[config.mk]
export PLATFORM = sky130hd
export DESIGN_NAME = dv_dif_block_placer
export DESIGN_NICKNAME = d
export VERILOG_FILES = /design/src/sv/dvp_pkg.sv /design/src/sv/dvp_offset.sv /design/src/sv/dvp_track.sv /design/src/sv/dv_dif_block_placer.sv
export VERILOG_INCLUDE_DIRS = /design/src /design/src/sv
export SDC_FILE = /design/constraint.sdc
export NUM_CORES = 1
export LEC_CHECK = 0
export BUFFER_PORTS_ARGS = -buffer_cell sky130_fd_sc_hd__buf_2
export CORE_MARGIN = 4
export CORE_UTILIZATION = 45
export DETAILED_ROUTE_END_ITERATION = 8
export MAX_ROUTING_LAYER = met4
export SYNTH_ARGS = -nofsm -noshare
export SYNTH_HDL_FRONTEND = slang
export SYNTH_SLANG_ARGS = --single-unit
[constraint.sdc]
create_clock -name clk -period 21.2 [get_ports clk]
set_clock_uncertainty 0.2 [all_clocks]
set_input_delay 2.12 -clock clk [delete_from_list [all_inputs] [get_ports clk]]
set_output_delay 2.12 -clock clk [all_outputs]
set_load 0.02 [all_outputs]
[src/sv/assert_macros.svh]
// ----------------------------------------------------------------------------
// assert_macros.svh
// Concurrent assertion shorthands, clocked and held off during reset.
// ----------------------------------------------------------------------------
`ifndef ASSERT_MACROS_SVH
`define ASSERT_MACROS_SVH

// same-cycle implication
`define DVP_ASSERT_IMP(lbl, clk, rst_n, ante, cons, msg) \
  lbl: assert property (@(posedge clk) disable iff (!rst_n) (ante) |-> (cons)) \
    else $error(msg);

// next-cycle implication
`define DVP_ASSERT_NXT(lbl, clk, rst_n, ante, cons, msg) \
  lbl: assert property (@(posedge clk) disable iff (!rst_n) (ante) |=> (cons)) \
    else $error(msg);

`endif

[src/sv/dvp_pkg.sv]
// ----------------------------------------------------------------------------
// dvp_pkg
// Shared types and constants of the DV DIF block placer.
// ----------------------------------------------------------------------------
`timescale 1ns / 1ps

package dvp_pkg;

  localparam int unsigned OFF_W       = 19;     // raw offset, before bounds check
  localparam int unsigned CNT_W       = 12;
  localparam int unsigned SEQ_W       = 4;
  localparam int unsigned BLK_W       = 8;
  localparam int unsigned VBLK_W      = 12;     // video block index in the frame

  localparam int unsigned BLOCK_BYTES = 80;
  localparam int unsigned SEQ_BYTES   = 12000;
  localparam int unsigned AUDIO_BASE  = 480;
  localparam int unsigned AUDIO_STEP  = 1280;   // 16 blocks from one audio block to the next
  localparam int unsigned VID_SEQ_BLK = 150;
  localparam int unsigned VID_BASE    = 7;
  localparam int unsigned DIV15_MUL   = 137;    // v*137 >> 11 == v/15 for v < 256
  localparam int unsigned DIV15_SHIFT = 11;

  typedef enum logic [2:0] {
    SECT_HEADER  = 3'd0,
    SECT_SUBCODE = 3'd1,
    SECT_VAUX    = 3'd2,
    SECT_AUDIO   = 3'd3,
    SECT_VIDEO   = 3'd4
  } sect_t;

  typedef enum logic [1:0] {
    ST_PLACED = 2'd0,
    ST_BADSCT = 2'd1,
    ST_BEYOND = 2'd2,
    ST_MARKER = 2'd3
  } status_t;

  // placement decision handed to the flag/count keeper
  typedef struct packed {
    logic             placed;
    logic             hdr;
    logic             vaux;
    logic [SEQ_W-1:0] seq;
  } place_t;

  function automatic logic [4:0] div15(input logic [BLK_W-1:0] v);
    logic [15:0] p;
    p = 16'(v) * 16'(DIV15_MUL);
    return p[15:DIV15_SHIFT];
  endfunction

endpackage

[src/sv/dvp_offset.sv]
// ----------------------------------------------------------------------------
// dvp_offset
// Frame store offset per section type, section and bounds check.
// ----------------------------------------------------------------------------
`timescale 1ns / 1ps

module dvp_offset #(
  parameter int unsigned FRAME_BYTES = 144000
) (
  input  logic [2:0]                   sect,
  input  logic [dvp_pkg::SEQ_W-1:0]    seq,
  input  logic [dvp_pkg::BLK_W-1:0]    blk,
  output dvp_pkg::status_t             status,
  output logic [17:0]                  byte_offset,
  output dvp_pkg::place_t              place
);

  localparam int unsigned OW = dvp_pkg::OFF_W;

  logic [OW-1:0]                 seq_base;
  logic [dvp_pkg::VBLK_W-1:0]    vblk;
  logic [OW-1:0]                 off;
  logic                          sect_ok;
  logic [OW:0]                   end_byte;
  logic                          fits;

  assign seq_base = OW'(seq) * OW'(dvp_pkg::SEQ_BYTES);
  assign vblk = dvp_pkg::VBLK_W'(seq) * dvp_pkg::VBLK_W'(dvp_pkg::VID_SEQ_BLK)
              + dvp_pkg::VBLK_W'(dvp_pkg::VID_BASE) + dvp_pkg::VBLK_W'(blk)
              + dvp_pkg::VBLK_W'(dvp_pkg::div15(blk));

  always_comb begin
    sect_ok = 1'b1;
    unique case (sect)
      dvp_pkg::SECT_HEADER:  off = seq_base;
      dvp_pkg::SECT_SUBCODE: off = seq_base
                                 + (OW'(blk) + OW'(1)) * OW'(dvp_pkg::BLOCK_BYTES);
      dvp_pkg::SECT_VAUX:    off = seq_base
                                 + (OW'(blk) + OW'(3)) * OW'(dvp_pkg::BLOCK_BYTES);
      dvp_pkg::SECT_AUDIO:   off = seq_base + OW'(dvp_pkg::AUDIO_BASE)
                                 + OW'(blk) * OW'(dvp_pkg::AUDIO_STEP);
      dvp_pkg::SECT_VIDEO:   off = OW'(vblk) * OW'(dvp_pkg::BLOCK_BYTES);
      default: begin
        off     = '0;
        sect_ok = 1'b0;
      end
    endcase
  end

  assign end_byte = (OW+1)'(off) + (OW+1)'(dvp_pkg::BLOCK_BYTES);
  assign fits     = (end_byte <= (OW+1)'(FRAME_BYTES));

  always_comb begin
    if (!sect_ok) begin
      status = dvp_pkg::ST_BADSCT;
    end else if (!fits) begin
      status = dvp_pkg::ST_BEYOND;
    end else begin
      status = dvp_pkg::ST_PLACED;
    end
  end

  assign place.placed = sect_ok && fits;
  assign place.hdr    = (sect == dvp_pkg::SECT_HEADER);
  assign place.vaux   = (sect == dvp_pkg::SECT_VAUX);
  assign place.seq    = seq;
  assign byte_offset  = place.placed ? off[17:0] : 18'd0;

endmodule

[src/sv/dvp_track.sv]
// ----------------------------------------------------------------------------
// dvp_track
// Per-sequence header/VAUX seen flags, sticky readiness and block counter.
// ----------------------------------------------------------------------------
`timescale 1ns / 1ps

module dvp_track #(
  parameter int unsigned SEQ_FLAGS   = 12,
  parameter int unsigned SEQ_CHECKED = 10
) (
  input  logic                         clk,
  input  logic                         rst_n,
  input  logic                         step,     // item leaves the input stage
  input  logic                         marker,
  input  dvp_pkg::place_t              place,
  output logic                         frame_ready,
  output logic [dvp_pkg::CNT_W-1:0]    blocks_stored
);

  logic [SEQ_FLAGS-1:0]         hdr_seen_r,  hdr_seen_nxt;
  logic [SEQ_FLAGS-1:0]         vaux_seen_r, vaux_seen_nxt;
  logic                         hc_r,        hc_nxt;
  logic [dvp_pkg::CNT_W-1:0]    count_r,     count_nxt;
  logic                         all_seen;

  generate
    if (SEQ_CHECKED > SEQ_FLAGS) begin : g_short
      // checked sequences without a flag never count as seen
      assign all_seen = 1'b0;
    end else begin : g_check
      assign all_seen = &(hdr_seen_r[SEQ_CHECKED-1:0] & vaux_seen_r[SEQ_CHECKED-1:0]);
    end
  endgenerate

  assign frame_ready   = hc_r | all_seen;
  assign blocks_stored = count_r;

  always_comb begin
    hdr_seen_nxt  = hdr_seen_r;
    vaux_seen_nxt = vaux_seen_r;
    hc_nxt        = hc_r;
    count_nxt     = count_r;
    if (step) begin
      if (marker) begin
        hc_nxt    = frame_ready;
        count_nxt = '0;
      end else if (place.placed) begin
        for (int s = 0; s < SEQ_FLAGS; s++) begin
          if (place.seq == dvp_pkg::SEQ_W'(s)) begin
            if (place.hdr) hdr_seen_nxt[s] = 1'b1;
            if (place.vaux) vaux_seen_nxt[s] = 1'b1;
          end
        end
        if (count_r != '1) count_nxt = count_r + 1'b1;
      end
    end
  end

  always_ff @(posedge clk) begin
    if (!rst_n) begin
      hdr_seen_r  <= '0;
      vaux_seen_r <= '0;
      hc_r        <= 1'b0;
      count_r     <= '0;
    end else begin
      hdr_seen_r  <= hdr_seen_nxt;
      vaux_seen_r <= vaux_seen_nxt;
      hc_r        <= hc_nxt;
      count_r     <= count_nxt;
    end
  end

endmodule

[src/sv/dv_dif_block_placer.sv]
// ----------------------------------------------------------------------------
// dv_dif_block_placer
// Places DV DIF blocks in a frame store and reports frame readiness.
//
// in_*  : one word per DIF block ID (in_tuser = 0) or per packet end with
//         marker (in_tuser = 1). Block words give back the byte offset of the
//         80-byte block, or a reject status for an unknown section type or
//         a block past the end of the frame.
// out_* : one result word per input word, in order; out_tuser is the status.
// A marker returns frame_ready (all header and VAUX blocks of the checked
// sequences seen, sticky) and the count of blocks placed since the last
// marker, then clears that count.
// A word passes the input register, then the result register; one word is taken
// per cycle sustained while the receiver does not stall the result register.
// A stalled receiver holds the result; one more word is still taken into the
// input register, after which in_tready drops.
// Reset clears all seen flags, readiness, the counter and both valid bits.
// ----------------------------------------------------------------------------
`timescale 1ns / 1ps
`include "assert_macros.svh"

module dv_dif_block_placer #(
  parameter int unsigned FRAME_BYTES = 144000,
  parameter int unsigned SEQ_FLAGS   = 12,
  parameter int unsigned SEQ_CHECKED = 10
) (
  input  logic        clk,
  input  logic        rst_n,
  input  logic        in_tvalid,
  output logic        in_tready,
  input  logic [15:0] in_tdata,   // section_type[2:0], sequence_number[6:3],
                                  // block_number[14:7], zero pad[15]
  input  logic        in_tuser,   // req_type
  output logic        out_tvalid,
  input  logic        out_tready,
  output logic [31:0] out_tdata,  // byte_offset[17:0], frame_ready[18],
                                  // blocks_stored[30:19], zero pad[31]
  output logic [1:0]  out_tuser   // status
);

  logic                             s1_valid_r, s1_valid_nxt;
  logic                             s1_req_r;
  logic [2:0]                       s1_sect_r;
  logic [dvp_pkg::SEQ_W-1:0]        s1_seq_r;
  logic [dvp_pkg::BLK_W-1:0]        s1_blk_r;
  logic                             out_valid_r, out_valid_nxt;
  logic [31:0]                      out_data_r,  out_data_nxt;
  logic [1:0]                       out_user_r,  out_user_nxt;
  logic                             in_fire;
  logic                             s1_adv;

  dvp_pkg::status_t                 blk_status;
  logic [17:0]                      blk_offset;
  dvp_pkg::place_t                  place;
  logic                             frame_ready;
  logic [dvp_pkg::CNT_W-1:0]        blocks_stored;

  assign s1_adv    = s1_valid_r && (!out_valid_r || out_tready);
  assign in_tready = !s1_valid_r || s1_adv;
  assign in_fire   = in_tvalid && in_tready;

  dvp_offset #(
    .FRAME_BYTES (FRAME_BYTES)
  ) u_offset (
    .sect        (s1_sect_r),
    .seq         (s1_seq_r),
    .blk         (s1_blk_r),
    .status      (blk_status),
    .byte_offset (blk_offset),
    .place       (place)
  );

  dvp_track #(
    .SEQ_FLAGS   (SEQ_FLAGS),
    .SEQ_CHECKED (SEQ_CHECKED)
  ) u_track (
    .clk           (clk),
    .rst_n         (rst_n),
    .step          (s1_adv),
    .marker        (s1_req_r),
    .place         (place),
    .frame_ready   (frame_ready),
    .blocks_stored (blocks_stored)
  );

  always_comb begin
    s1_valid_nxt = s1_valid_r;
    if (in_fire) begin
      s1_valid_nxt = 1'b1;
    end else if (s1_adv) begin
      s1_valid_nxt = 1'b0;
    end
  end

  always_comb begin
    out_valid_nxt = out_valid_r;
    out_data_nxt  = out_data_r;
    out_user_nxt  = out_user_r;
    if (s1_adv) begin
      out_valid_nxt = 1'b1;
      if (s1_req_r) begin
        out_user_nxt = dvp_pkg::ST_MARKER;
        out_data_nxt = {1'b0, blocks_stored, frame_ready, 18'd0};
      end else begin
        out_user_nxt = blk_status;
        out_data_nxt = {14'd0, blk_offset};
      end
    end else if (out_tready) begin
      out_valid_nxt = 1'b0;
    end
  end

  always_ff @(posedge clk) begin
    if (!rst_n) begin
      s1_valid_r  <= 1'b0;
      out_valid_r <= 1'b0;
    end else begin
      s1_valid_r  <= s1_valid_nxt;
      out_valid_r <= out_valid_nxt;
    end
  end

  // payload registers, no reset
  always_ff @(posedge clk) begin
    if (in_fire) begin
      s1_req_r  <= in_tuser;
      s1_sect_r <= in_tdata[2:0];
      s1_seq_r  <= in_tdata[6:3];
      s1_blk_r  <= in_tdata[14:7];
    end
    out_data_r <= out_data_nxt;
    out_user_r <= out_user_nxt;
  end

  assign out_tvalid = out_valid_r;
  assign out_tdata  = out_data_r;
  assign out_tuser  = out_user_r;

  `DVP_ASSERT_IMP(a_idle_takes, clk, rst_n, !s1_valid_r, in_tready,
    "empty input stage must take a word")
  `DVP_ASSERT_NXT(a_marker_clears, clk, rst_n, s1_adv && s1_req_r,
    blocks_stored == '0, "marker must clear the block count")
  `DVP_ASSERT_NXT(a_ready_sticky, clk, rst_n, frame_ready, frame_ready,
    "frame readiness must not drop")
  `DVP_ASSERT_IMP(a_block_fields, clk, rst_n,
    out_valid_r && (out_user_r != dvp_pkg::ST_MARKER), out_data_r[31:18] == '0,
    "block result carries marker fields")

endmodule

# --- After elaboration in Yosys (flattened, before gate mapping) ---
# Cells that the tools add are included.
word_totals:
  output_inout_bits: 36
  wordCells: 121
  register_bits: 85
  inputBits: 21
op_classes:
  bitwise_logic: 5
  addsub: 11
  order_cmp: 1
  eq_ne: 14
  mux: 11
  multipliers: 7
  n_reduce_logical: 39
ops:
  columns: ["op", "n"]
  rows:
  - ["$reduce_and 5->1", 20]
  - ["$pmux 19 s5", 1]
  - ["$add 18x19->19", 2]
  - ["$mul 19x3->15 const B", 2]
  - ["$mux 12", 3]
  - ["$add 19x7->20 const B", 1]
  - ["$le 20x18->1 const B", 1]
  - ["$add 18x9->19 const B", 1]
  - ["$add 19x19->19", 1]
  - ["$eq 4x3->1 const B", 4]
  - ["$mul 8x8->16 const B", 1]
  - ["$mul 12x3->15 const B", 1]
  - ["$mul 4x9->13 const B", 1]
  - ["$add 12x1->12 const B", 1]
  - ["$add 12x3->12 const B", 1]
  - ["$add 12x5->12", 1]
  - ["$add 12x8->12", 1]
  - ["$ne 12x12->1 const B", 1]
  - ["$mul 4x7->11 const B", 1]
  - ["$mul 8x3->11 const B", 1]
  - ["$and 10x10->10", 1]
  - ["$reduce_and 10->1", 1]
  - ["$add 8x1->9 const B", 1]
  - ["$add 8x2->9 const B", 1]
  - ["other kinds (20)", 38]

# --- Longest topological paths before layout ---
# Gate-level depths: netlist of run 1.
depth:
  word_depth: 11
  mapped_depth: 40
  ltp_nobuf: 38

# --- By module ---
# A second synthesis of run 1 with hierarchy kept.
unflattened:
  hier_cells: 1058
  area_unflattened_um2: 9366.5
by_module_without_submodules:
  columns: ["module", "area_per_inst_um2", "instances", "cells_per_inst"]
  rows:
  - ["dvp_offset", 6022.0, 1, 772]
  - ["dv_dif_block_placer", 1798.0, 1, 96]
  - ["dvp_track", 1546.5, 1, 190]

# --- Worst setup path after synthesis of run 1 ---
# OpenSTA, ideal clock, no wires.
synth_path:
  path_type: "flip-flop to flip-flop"
  from: "register s1_blk_r[0] (netlist name)"
  to: "register u_track.count_r (netlist bit u_track.blocks_stored[11])"
  required_time_ns: 20.878
  path_stages_with_launch: 38
  period_less_slack_ns: 8.266
  slack_ns: 12.934
  arrival_ns: 7.944
  n_path_buf: 1
  path_cell_list: "edfxtp_1 > ha_1 > ha_1 > ha_1 > ha_1 > a21o_1 > a21o_1 > a21o_1 > a21oi_1 > nor2b_1 > o21a_1 > o21a_1 > o21ai_0 > nand2_1 > fa_1 > inv_1 > ha_1 > ha_1 > (+2 left out) > a21oi_1 > o21bai_1 > a21oi_1 > xor2_1 > xor2_1 > ha_1 > o21ai_0 > nand2b_1 > a21o_1 > and2_1 > o22ai_1 > xnor2_1 > a221oi_1 > nor4b_2 > o21ai_1 > buf_4 > o21a_1 > a221o_1"
synth_via:
  elab_chain_len: 9
  word_cells_on_any_way: 18
synth_lines:
  columns: ["element", "line", "rtl"]
  rows:
  - ["start: declaration", "dv_dif_block_placer.sv:45", "logic [dvp_pkg::BLK_W-1:0] s1_blk_r;"]
  - ["start signal: assignment", "dv_dif_block_placer.sv:129", "s1_blk_r <= in_tdata[14:7];"]
  - ["$mul 8x8->16, or another cell as far along", "dvp_pkg.sv:49", "p = 16'(v) * 16'(DIV15_MUL);"]
  - ["$add 12x5->12, or another cell as far along", "dvp_offset.sv:30", "+ dvp_pkg::VBLK_W'(dvp_pkg::div15(blk));"]
  - ["$mul 12x3->15, or another cell as far along", "dvp_offset.sv:42", "dvp_pkg::SECT_VIDEO: off = OW'(vblk) * OW'(dvp_pkg::BLOCK_BYTES);"]
  - ["$pmux 19 s5 (*)", "dvp_offset.sv:34", "unique case (sect)"]
  - ["$add 19x7->20 (*)", "dvp_offset.sv:50", "assign end_byte = (OW+1)'(off) + (OW+1)'(dvp_pkg::BLOCK_BYTES);"]
  - ["$le 20x18->1 (*)", "dvp_offset.sv:51", "assign fits = (end_byte <= (OW+1)'(FRAME_BYTES));"]
  - ["$logic_and 1x1->1 (*)", "dvp_offset.sv:63", "assign place.placed = sect_ok && fits;"]
  - ["$reduce_bool 2->1 (no line) (*)", null, null]
  - ["$reduce_and 3->1 (no line) (*)", null, null]
  - ["end signal: assignment", "dvp_track.sv:69", "count_r <= count_nxt;"]
  - ["end: declaration", "dvp_track.sv:23", "logic [dvp_pkg::CNT_W-1:0] count_r, count_nxt;"]
# Mark *: on every way between the ends. The rest lies on a longest branch, timed or not.
# A chain may end at the register's enable or synchronous reset.

# --- Final worst setup path of run 1 ---
layout_path:
  from: "register s1_blk_r[0] (netlist name)"
  to: "register out_data_r[11], in the netlist out_tdata[11] (data pin)"
layout_via:
  elab_chain_len: 9
  word_cells_on_any_way: 18
layout_lines:
  columns: ["element", "line", "rtl"]
  rows:
  - ["$mul 8x8->16, or another cell as far along", "dvp_pkg.sv:49", null]
  - ["$add 12x5->12, or another cell as far along", "dvp_offset.sv:30", null]
  - ["$mul 12x3->15, or another cell as far along", "dvp_offset.sv:42", null]
  - ["$pmux 19 s5 (*)", "dvp_offset.sv:34", null]
  - ["$add 19x7->20", "dvp_offset.sv:50", null]
  - ["$le 20x18->1", "dvp_offset.sv:51", null]
  - ["$logic_and 1x1->1", "dvp_offset.sv:63", null]
  - ["$not 1->1 (no line)", null, null]
  - ["$reduce_or 2->1 (no line)", null, null]
  - ["end signal: assignment", "dv_dif_block_placer.sv:131", "out_data_r <= out_data_nxt;"]
  - ["end: declaration", "dv_dif_block_placer.sv:47", "logic [31:0] out_data_r, out_data_nxt;"]
# Marks and branches as above.

==> impl_metrics.ini, run 1 <==
[status]
status = complete, no violations

[logic_synthesis]
yosysMostFrequentCell = ha_1
synthCells = 965
yosysWarnings = 0
synth_top_area_share = 0.240
synth_cell_types = 69
syn_area_per_cell_um2 = 9.02
synthTopCellsByCount = ha_1 (167), inv_1 (76), nor2_1 (63)
async_flop_share = 0
syn_area_mm2 = 0.00871
synth_edf_count = 45
synth_ff_type = edfxtp_1
yosys.area.top_type = ha_1
ys_seq_area_frac = 0.236
synthTopCellsByArea = ha_1 (24%), edfxtp_1 (16%), dfxtp_1 (8.0%)
ys_ff_latch = 80

[clock_network]
cts_root_buf = clkbuf_16
cts_setup_buffers = 0
clk_latency_ps = 340
cts_hold_buffers = 0
cts-htree-levels = 3
cts_resized = 0
cts.sinks = 80
numCtsBuffers = 9
clock_path_buffers = 2
clkTransAtPathRegs_ps = 70
cts_tree = built

[die]
die_w_um = 147
rows = 50
pin_count = 57
die_h_um = 147
initial_utilization = 0.461
core_mm2 = 0.0189
die-area_mm2 = 0.0216

[layout]
final.fill_count = 1803
final_cells = 1268
final_layout_size_suffix_gt1_frac = 0.0893
diodes = 0
multi_input_area_mm2 = 0.00624
final_nets = 1208
stdcell_area_mm2 = 0.00952
area_growth_pct = 9.35
seqCellArea_mm2 = 0.00205

[routing]
vias = 6971
drt-pass1-iter-count = 4
avgViaCountPerCell = 5.50
wl_um = 20700
wire_per_inst_um = 16.3
antenna_left = 0
drc = 0
drt_iter0_markers = 258

[worst_setup_path]
cp.required_ps = 21160
reg2reg_depth = 37
r2r_end = out_tdata[11]
cp_max_fo = 20
worst_path_most_repeated_cell = ha_1
cp.arrival_ps = 9660
max_stage_delay_ps = 560
setup.worst_path.class = flip-flop to flip-flop
rr_startpoint = s1_blk_r[0]
crit_start = s1_blk_r[0]
start_kind = flip-flop
cpMaxStageDelayCell = edfxtp_1
end_kind = flip-flop
rrSetupSlack_ps = 11500

[sta]
rsz0062_at_grt = false
period_share = 0.458
slew_violations = 0
tns_ps = 0
worst_pin_slew_ps = 1070
period_needed_ps = 9700
slew_headroom = 0.285
hold_viol_final = 0
setup_viol = 0
fmax_mhz = 103
finalWorstSetupSlack_ps = 11500

[hold_path]
hp-class = flip-flop to flip-flop
hold_start = u_track.vaux_seen_r[0]
min_to = u_track.vaux_seen_r[0]
holdPathStages = 2

[global_routing]
grt_pass1_wl_um = 34300
grt_max_degree = 44
grt_pass1_vias = 6703
antenna_found_initial = 0
grt.overflow.total = 0
grt.total_usage = 0.200

[pwr]
ir_drop_mv = 0.0911
p_per_area_mw_per_mm2 = 135
p_leak_nw = 4.29

[flow_run]
cap_violations = 0

[placement]
placedCellCount = 1252
gp_congestion = 0.918
pre_cts_ws_ps = 11630
dp_hpwl_um = 16700
port_buffers = 50
placed_area_mm2 = 0.00918
-- worst max-delay path: cells and delay by family, from the launching register on --
kind / cells / cell delay (ps)
AOI/OAI and AO/OA: 18 / 3890
adders and majority gates: 8 / 2740
and+or+nand+nor: 6 / 1250
xor gates and xnor gates: 3 / 630
DFF: 1 / 560
buffers and inverters: 2 / 270
-- area by class of cell --
type | count | area share
repair buffers | 54 | 0.0294
clock inverters | 5 | 0.00670
inverters | 76 | 0.0300
multi-input cells | 782 | 0.655
clock buffers | 11 | 0.0289
flip-flops and latches | 80 | 0.215
well taps | 260 | 0.0342
-- registers in the layout (all words and copies together) (netlist names) --
register               cells
out_tdata                 27
u_track.blocks_stored     12
out_tvalid                 1
s1_blk_r                   8
s1_seq_r                   4
u_track.hdr_seen_r        10
s1_valid_r                 1
u_track.vaux_seen_r       10
s1_req_r                   1
out_tuser                  2
s1_sect_r                  3
u_track.hc_r               1
-- cells by family (layout without fill, tap and decap cells) --
kind of cell	Yosys count	count (layout)	synth area share
XOR/XNOR	84	84	0.0845
AND/OR/NAND/NOR	274	274	0.164
other	1	5	0.000431
AO/OA/AOI/OAI	226	226	0.175
adder cells (fa/ha/maj)	184	184	0.279
buffers and inverters	107	146	0.0509
multiplexers	9	9	0.0109
flip-flops	80	80	0.236
-- layer usage --
layer	up-vias	wire length, um	track usage
met1	3277	10100	0.267
met2	107	9610	0.323
met4	0	423	0.0513
li1	3568	-	-
met3	19	621	0.0244
met5	-	0	-
-- placed cells by master, fill, tap and decap left out, types with 6 or more instances in the layout --
cell type and count:
or2_2 6, xor2_1 31, o21bai_1 13, inv_1 76, a31oi_1 11, buf_2 50, xnor2_1 53, a211oi_1 9
fa_1 17, a21oi_1 54, a21o_1 19, a32o_1 9, o41ai_1 9, nor2_1 63, ha_1 167, edfxtp_1 45
and3_1 10, and2_1 20, o21a_1 19, nor3_1 13, nand3_1 23, nand2_1 58, dfxtp_1 35, clkbuf_16 11
nand2b_1 16, nor4_1 6, o31ai_1 6, nand4_1 12, nor2b_1 19, or3_1 7, o21ai_0 33
-- per-stage QoR --
stage          utilization  total power [mW]  hold slack [ps]
2_1_floorplan            -             0.901              219
3_3_place_gp         0.486              1.10              237
3_5_place_dp         0.486              1.11              244
4_1_cts              0.504              1.29              259
5_1_grt              0.504              1.42              277
6_report             0.504              1.29              258
-- worst max path at each step --
stage,endpoint,slack [ps],cells after the start
3_3_place_gp,out_tdata[11],11700,37
5_1_grt,out_tdata[11],10750,39
3_5_place_dp,out_tdata[11],11630,37
4_1_cts,out_tdata[11],11540,37
2_1_floorplan,u_track.blocks_stored[11],12930,37
6_report,out_tdata[11],11500,37
-- power breakdown --
group / total, mW / internal, mW / switching [mW]
registers: 0.181 / 0.174 / 0.00750
logic: 0.930 / 0.393 / 0.536
clock network: 0.175 / 0.107 / 0.0675
Note: power is estimated with default switching activity, not from simulation.
==> inputs of run 2 (changes only) <==
==> constraint.sdc (replaced) <==
create_clock -name clk -period 9.6 [get_ports clk]
set_clock_uncertainty 0.2 [all_clocks]
set_input_delay 0.96 -clock clk [delete_from_list [all_inputs] [get_ports clk]]
set_output_delay 0.96 -clock clk [all_outputs]
set_load 0.02 [all_outputs]
==> run 2 against run 1 <==
Register-to-register slack got worse by 11000 ps; total power rose by 120%; critical path depth increased by 1; wire length fell by 0.65%; worst hold slack worse by 5.8 ps; maximum frequency increased by 7.5%; first-iteration DRC count up 20%; sequential share of layout area decreased by 0.14 points; critical endpoint is now u_track.blocks_stored[11].
==> impl_metrics.ini, run 2 (synthesis gave the netlist of run 1 again) <==
[sta]
setup_viol = 0
tns_ps = 0
period_needed_ps = 9030
hold_viol_final = 0
period_share = 0.940
worst_pin_slew_ps = 1070
rsz0062_at_grt = false
holdWs_ps = 252
slew_violations = 0
fmax_mhz = 111
slew_headroom = 0.290
finalWorstSetupSlack_ps = 574

[clock_network]
clk_latency_ps = 350
clkTransAtPathRegs_ps = 70
cts_hold_buffers = 0
cts_tree = built
clock_path_buffers = 2
cts.sinks = 80
cts-htree-levels = 3
cts_root_buf = clkbuf_16
numCtsBuffers = 9

[pwr]
ir_drop_mv = 0.271
p_leak_nw = 4.32
total_power_mw = 2.82
p_per_area_mw_per_mm2 = 294

[placement]
dp_hpwl_um = 16800
gp_congestion = 0.913
port_buffers = 50
pre_cts_ws_ps = 385

[routing]
wl_um = 20600
drc = 0
drt-pass1-iter-count = 5
drt_iter0_markers = 309
vias = 7019
antenna_left = 0
wire_per_inst_um = 16.1
avgViaCountPerCell = 5.49

[die]
die-area_mm2 = 0.0216
die_h_um = 147
core_mm2 = 0.0189
rows = 50
die_w_um = 147
pin_count = 57
initial_utilization = 0.461

[worst_setup_path]
end_kind = flip-flop
cpMaxStageDelayCell = fa_1
cp.arrival_ps = 9060
crit_buf_inv = 3
cp.required_ps = 9630
critical-path-top-delay-family = compound AO/OA/AOI/OAI gates
start_kind = flip-flop
worst_path_most_repeated_cell = ha_1
cp_max_fo = 20
max_stage_delay_ps = 470
rr_startpoint = s1_blk_r[0]
setup.worst_path.class = flip-flop to flip-flop
crit_start = s1_blk_r[0]

[global_routing]
grt_pass1_vias = 6755
antenna_found_initial = 0
grt.total_usage = 0.200
grt.overflow.total = 0
grt_pass1_wl_um = 34200
grt_use_met1 = 0.265
met3_usage = 0.0305
grt_max_degree = 44
grt_use_met2 = 0.322
busiest_layer = met2

[layout]
largest_reg_flops = 27
final_common_cell = ha_1
diodes = 0
most-common-layout-cells = ha_1 (167), inv_1 (76), nor2_1 (63), nand2_1 (58)
final_layout_size_suffix_gt1_frac = 0.101
final_nets = 1218
area_growth_pct = 10.1

[hold_path]
hold_start = u_track.vaux_seen_r[6]
hp-class = flip-flop to flip-flop

[status]
status = complete, no violations

[flow_run]
cap_violations = 0
run 2: what timing repair did:
item,4_1_cts,5_1_grt
gates resized for setup,0,5
setup endpoints to repair,0,44
setup buffers,0,2
run 2: cell type report:
cell class / count / area (um2)
Tap cell: 260 / 325
Clock inverter: 7 / 86.3
Multi-Input combinational cell: 782 / 6250
Fill cell: 1864 / 9310
Inverter: 76 / 285
Timing Repair Buffer: 64 / 355
Clock buffer: 9 / 225
Sequential cell: 80 / 2050
run 2: worst paths after layout:
check / to / slack, ps / depth (start not counted)
worst max register to register: u_track.blocks_stored[11] / 570 / 38
worst min register to register: u_track.vaux_seen_r[6] / 250 / 2
worst max-delay path: u_track.blocks_stored[11] / 570 / 38
worst min-delay path: u_track.vaux_seen_r[6] / 250 / 2
run 2: stage by stage:
| stage | instance area, um2 | instances | utilization |
|---|---|---|---|
| after global placement | 9240 | 1260 | 0.489 |
| final | 9580 | 1278 | 0.507 |
| after detailed placement | 9240 | 1260 | 0.489 |
| after floorplan | 8720 | 969 | - |
| after CTS | 9560 | 1276 | 0.506 |
| after global routing | 9580 | 1278 | 0.507 |
run 2: report_power, final:
group          total [mW]  switching, mW  internal (mW)
clock network       0.361          0.155          0.207
registers           0.394         0.0104          0.384
logic                2.06           1.19          0.876
run 2: per-layer routing:
layer / wire length [um] / up-vias / part of all wire
li1: - / 3589 / -
met1: 9860 / 3272 / 0.48
met2: 9460 / 133 / 0.46
met3: 766 / 25 / 0.037
met4: 493 / 0 / 0.024
met5: 0 / - / 0
run 2: tightest hold or removal path, delay by kind of cell (launching register included):
family             cells  cell delay [ps]
DFF                    1              310
and+or+nand+nor        1               50
AOI/OAI and AO/OA      1               50
==> inputs of run 3 (changes only) <==
--- a/config.mk
+++ b/config.mk
@@ -11,6 +11,7 @@
 export CORE_UTILIZATION = 45
 export DETAILED_ROUTE_END_ITERATION = 8
 export MAX_ROUTING_LAYER = met4
+export RECOVER_POWER = 25
 export SYNTH_ARGS = -nofsm -noshare
 export SYNTH_HDL_FRONTEND = slang
 export SYNTH_SLANG_ARGS = --single-unit
==> run 3 against run 2 <==
The flow now finishes with violations (max-capacitance violations, max-slew violations); via count rose by 0.27%; clock-buffer cell count did not move; first-iteration DRC count rose by 4.2%; highest routed layer unchanged.
==> impl_metrics.ini, run 3 (synthesis gave the netlist of run 1 again) <==
[routing]
drc = 0
wl_um = 20600
antenna_left = 0
vias = 7038
wire_per_inst_um = 16.1
drt_iter0_markers = 322
drt-pass1-iter-count = 5
avgViaCountPerCell = 5.51

[clock_network]
cts_hold_buffers = 0
clock_path_buffers = 2
cts.sinks = 80
cts_root_buf = clkbuf_16
cts-htree-levels = 3
numCtsBuffers = 9
cts_tree = built
clkTransAtPathRegs_ps = 70
clk_latency_ps = 350

[global_routing]
grt.total_usage = 0.200
grt.overflow.total = 0
grt_use_met1 = 0.265
busiest_layer = met2
grt_pass1_vias = 6755
antenna_found_initial = 0
met3_usage = 0.0305
grt_pass1_wl_um = 34200
grt_max_degree = 44
grt_use_met2 = 0.322

[placement]
dp_hpwl_um = 16800
port_buffers = 50
placedCellCount = 1260
gp_congestion = 0.913
placed_area_mm2 = 0.00924

[layout]
final.fill_count = 1861
multi_input_area_mm2 = 0.00625
diodes = 0
seqCellArea_mm2 = 0.00205
final_common_cell = ha_1
final_cells = 1278
final_layout_size_suffix_gt1_frac = 0.0992
area_growth_pct = 10.0
largest_reg_flops = 27
most-common-layout-cells = ha_1 (167), inv_1 (76), nor2_1 (63), nand2_1 (58)
stdcell_area_mm2 = 0.00958
final_nets = 1218

[sta]
slew_violations = 79
rsz0062_at_grt = false
period_share = 0.942
period_needed_ps = 9040
slew_headroom = -0.265
fmax_mhz = 111
tns_ps = 0
holdWs_ps = 252
hold_viol_final = 0
setup_viol = 0
worst_pin_slew_ps = 1900

[worst_setup_path]
worst_path_most_repeated_cell = ha_1
max_stage_delay_ps = 470
cpMaxStageDelayCell = fa_1
start_kind = flip-flop
cp.arrival_ps = 9070
crit_start = s1_blk_r[0]
end_kind = flip-flop
crit_buf_inv = 3
cp_max_fo = 20
reg2reg_depth = 38
worst-path-stages = 38
cp.required_ps = 9630
critical-path-top-delay-family = compound AO/OA/AOI/OAI gates
setup.worst_path.class = flip-flop to flip-flop
rr_startpoint = s1_blk_r[0]

[die]
die_h_um = 147
pin_count = 57
core_mm2 = 0.0189
die_w_um = 147
die-area_mm2 = 0.0216
rows = 50
initial_utilization = 0.461

[pwr]
p_sw_mw = 1.36
p_leak_nw = 4.31
p_sw_frac = 0.481
ir_drop_mv = 0.271
p_clk_frac = 0.128
p_int_mw = 1.47
p_per_area_mw_per_mm2 = 295
combPwrFrac = 0.732
power_frac_seq = 0.140

[status]
status = complete, but fails checks
violations = max-capacitance violations, max-slew violations

[hold_path]
hold_start = u_track.vaux_seen_r[6]
hp-class = flip-flop to flip-flop
holdPathStages = 2

[flow_run]
cap_violations = 2
[run 3: cell types whose count changed in the layout (fill, tap and decap cells not counted)]
cell and delta:
and2_0 +5, and2_1 -5, buf_2 -1, buf_4 -1, clkbuf_1 +2
[run 3: worst min-delay path, delay by kind of cell, from the launching register on]
kind	cells	cell delay (ps)
flip-flops	1	310
AND/OR/NAND/NOR	1	50
AO/OA/AOI/OAI	1	50
[run 3: through the flow]
stage / total power, mW / worst slack [ps] / util
final: 2.82 / 560 / 0.507
after global routing: 3.11 / 0.465 / 0.507
after global placement: 2.45 / 510 / 0.489
after detailed placement: 2.45 / 385 / 0.489
after floorplan: 1.99 / 1330 / -
after CTS: 2.83 / 320 / 0.506
[run 3: timing repair]
action / in CTS / in global routing
endpoints found under the hold margin: 0 / 0
buffers inserted: 0 / 2
endpoints found under the setup margin: 0 / 44
gates resized for setup: 0 / 5
[run 3: worst paths after layout]
| check | to | slack [ps] |
|---|---|---|
| setup / recovery | u_track.blocks_stored[11] | 560 |
| setup reg to reg | u_track.blocks_stored[11] | 560 |
| hold / removal | u_track.vaux_seen_r[6] | 250 |
| hold reg to reg | u_track.vaux_seen_r[6] | 250 |
[run 3: cell type report]
type,count,area share
well taps,260,0.0340
repair buffers,64,0.0366
multi-input cells,782,0.653
clock buffers,9,0.0235
inverters,76,0.0298
flip-flops and latches,80,0.214
clock inverters,7,0.00901
[run 3: layer usage]
| metal | share of wire | vias to the layer above |
|---|---|---|
| met2 | 0.46 | 129 |
| met3 | 0.037 | 25 |
| met5 | 0 | - |
| li1 | - | 3587 |
| met4 | 0.025 | 0 |
| met1 | 0.48 | 3297 |
[run 3: power by group through the flow]
stage | sequential [mW] | clock, mW | combinational, mW
global route | 0.397 | 0.385 | 2.33
detailed placement | 0.402 | 0 | 2.05
CTS | 0.395 | 0.371 | 2.07
global placement | 0.402 | 0 | 2.04
finish | 0.394 | 0.363 | 2.07
floorplan | 0.415 | 0 | 1.58
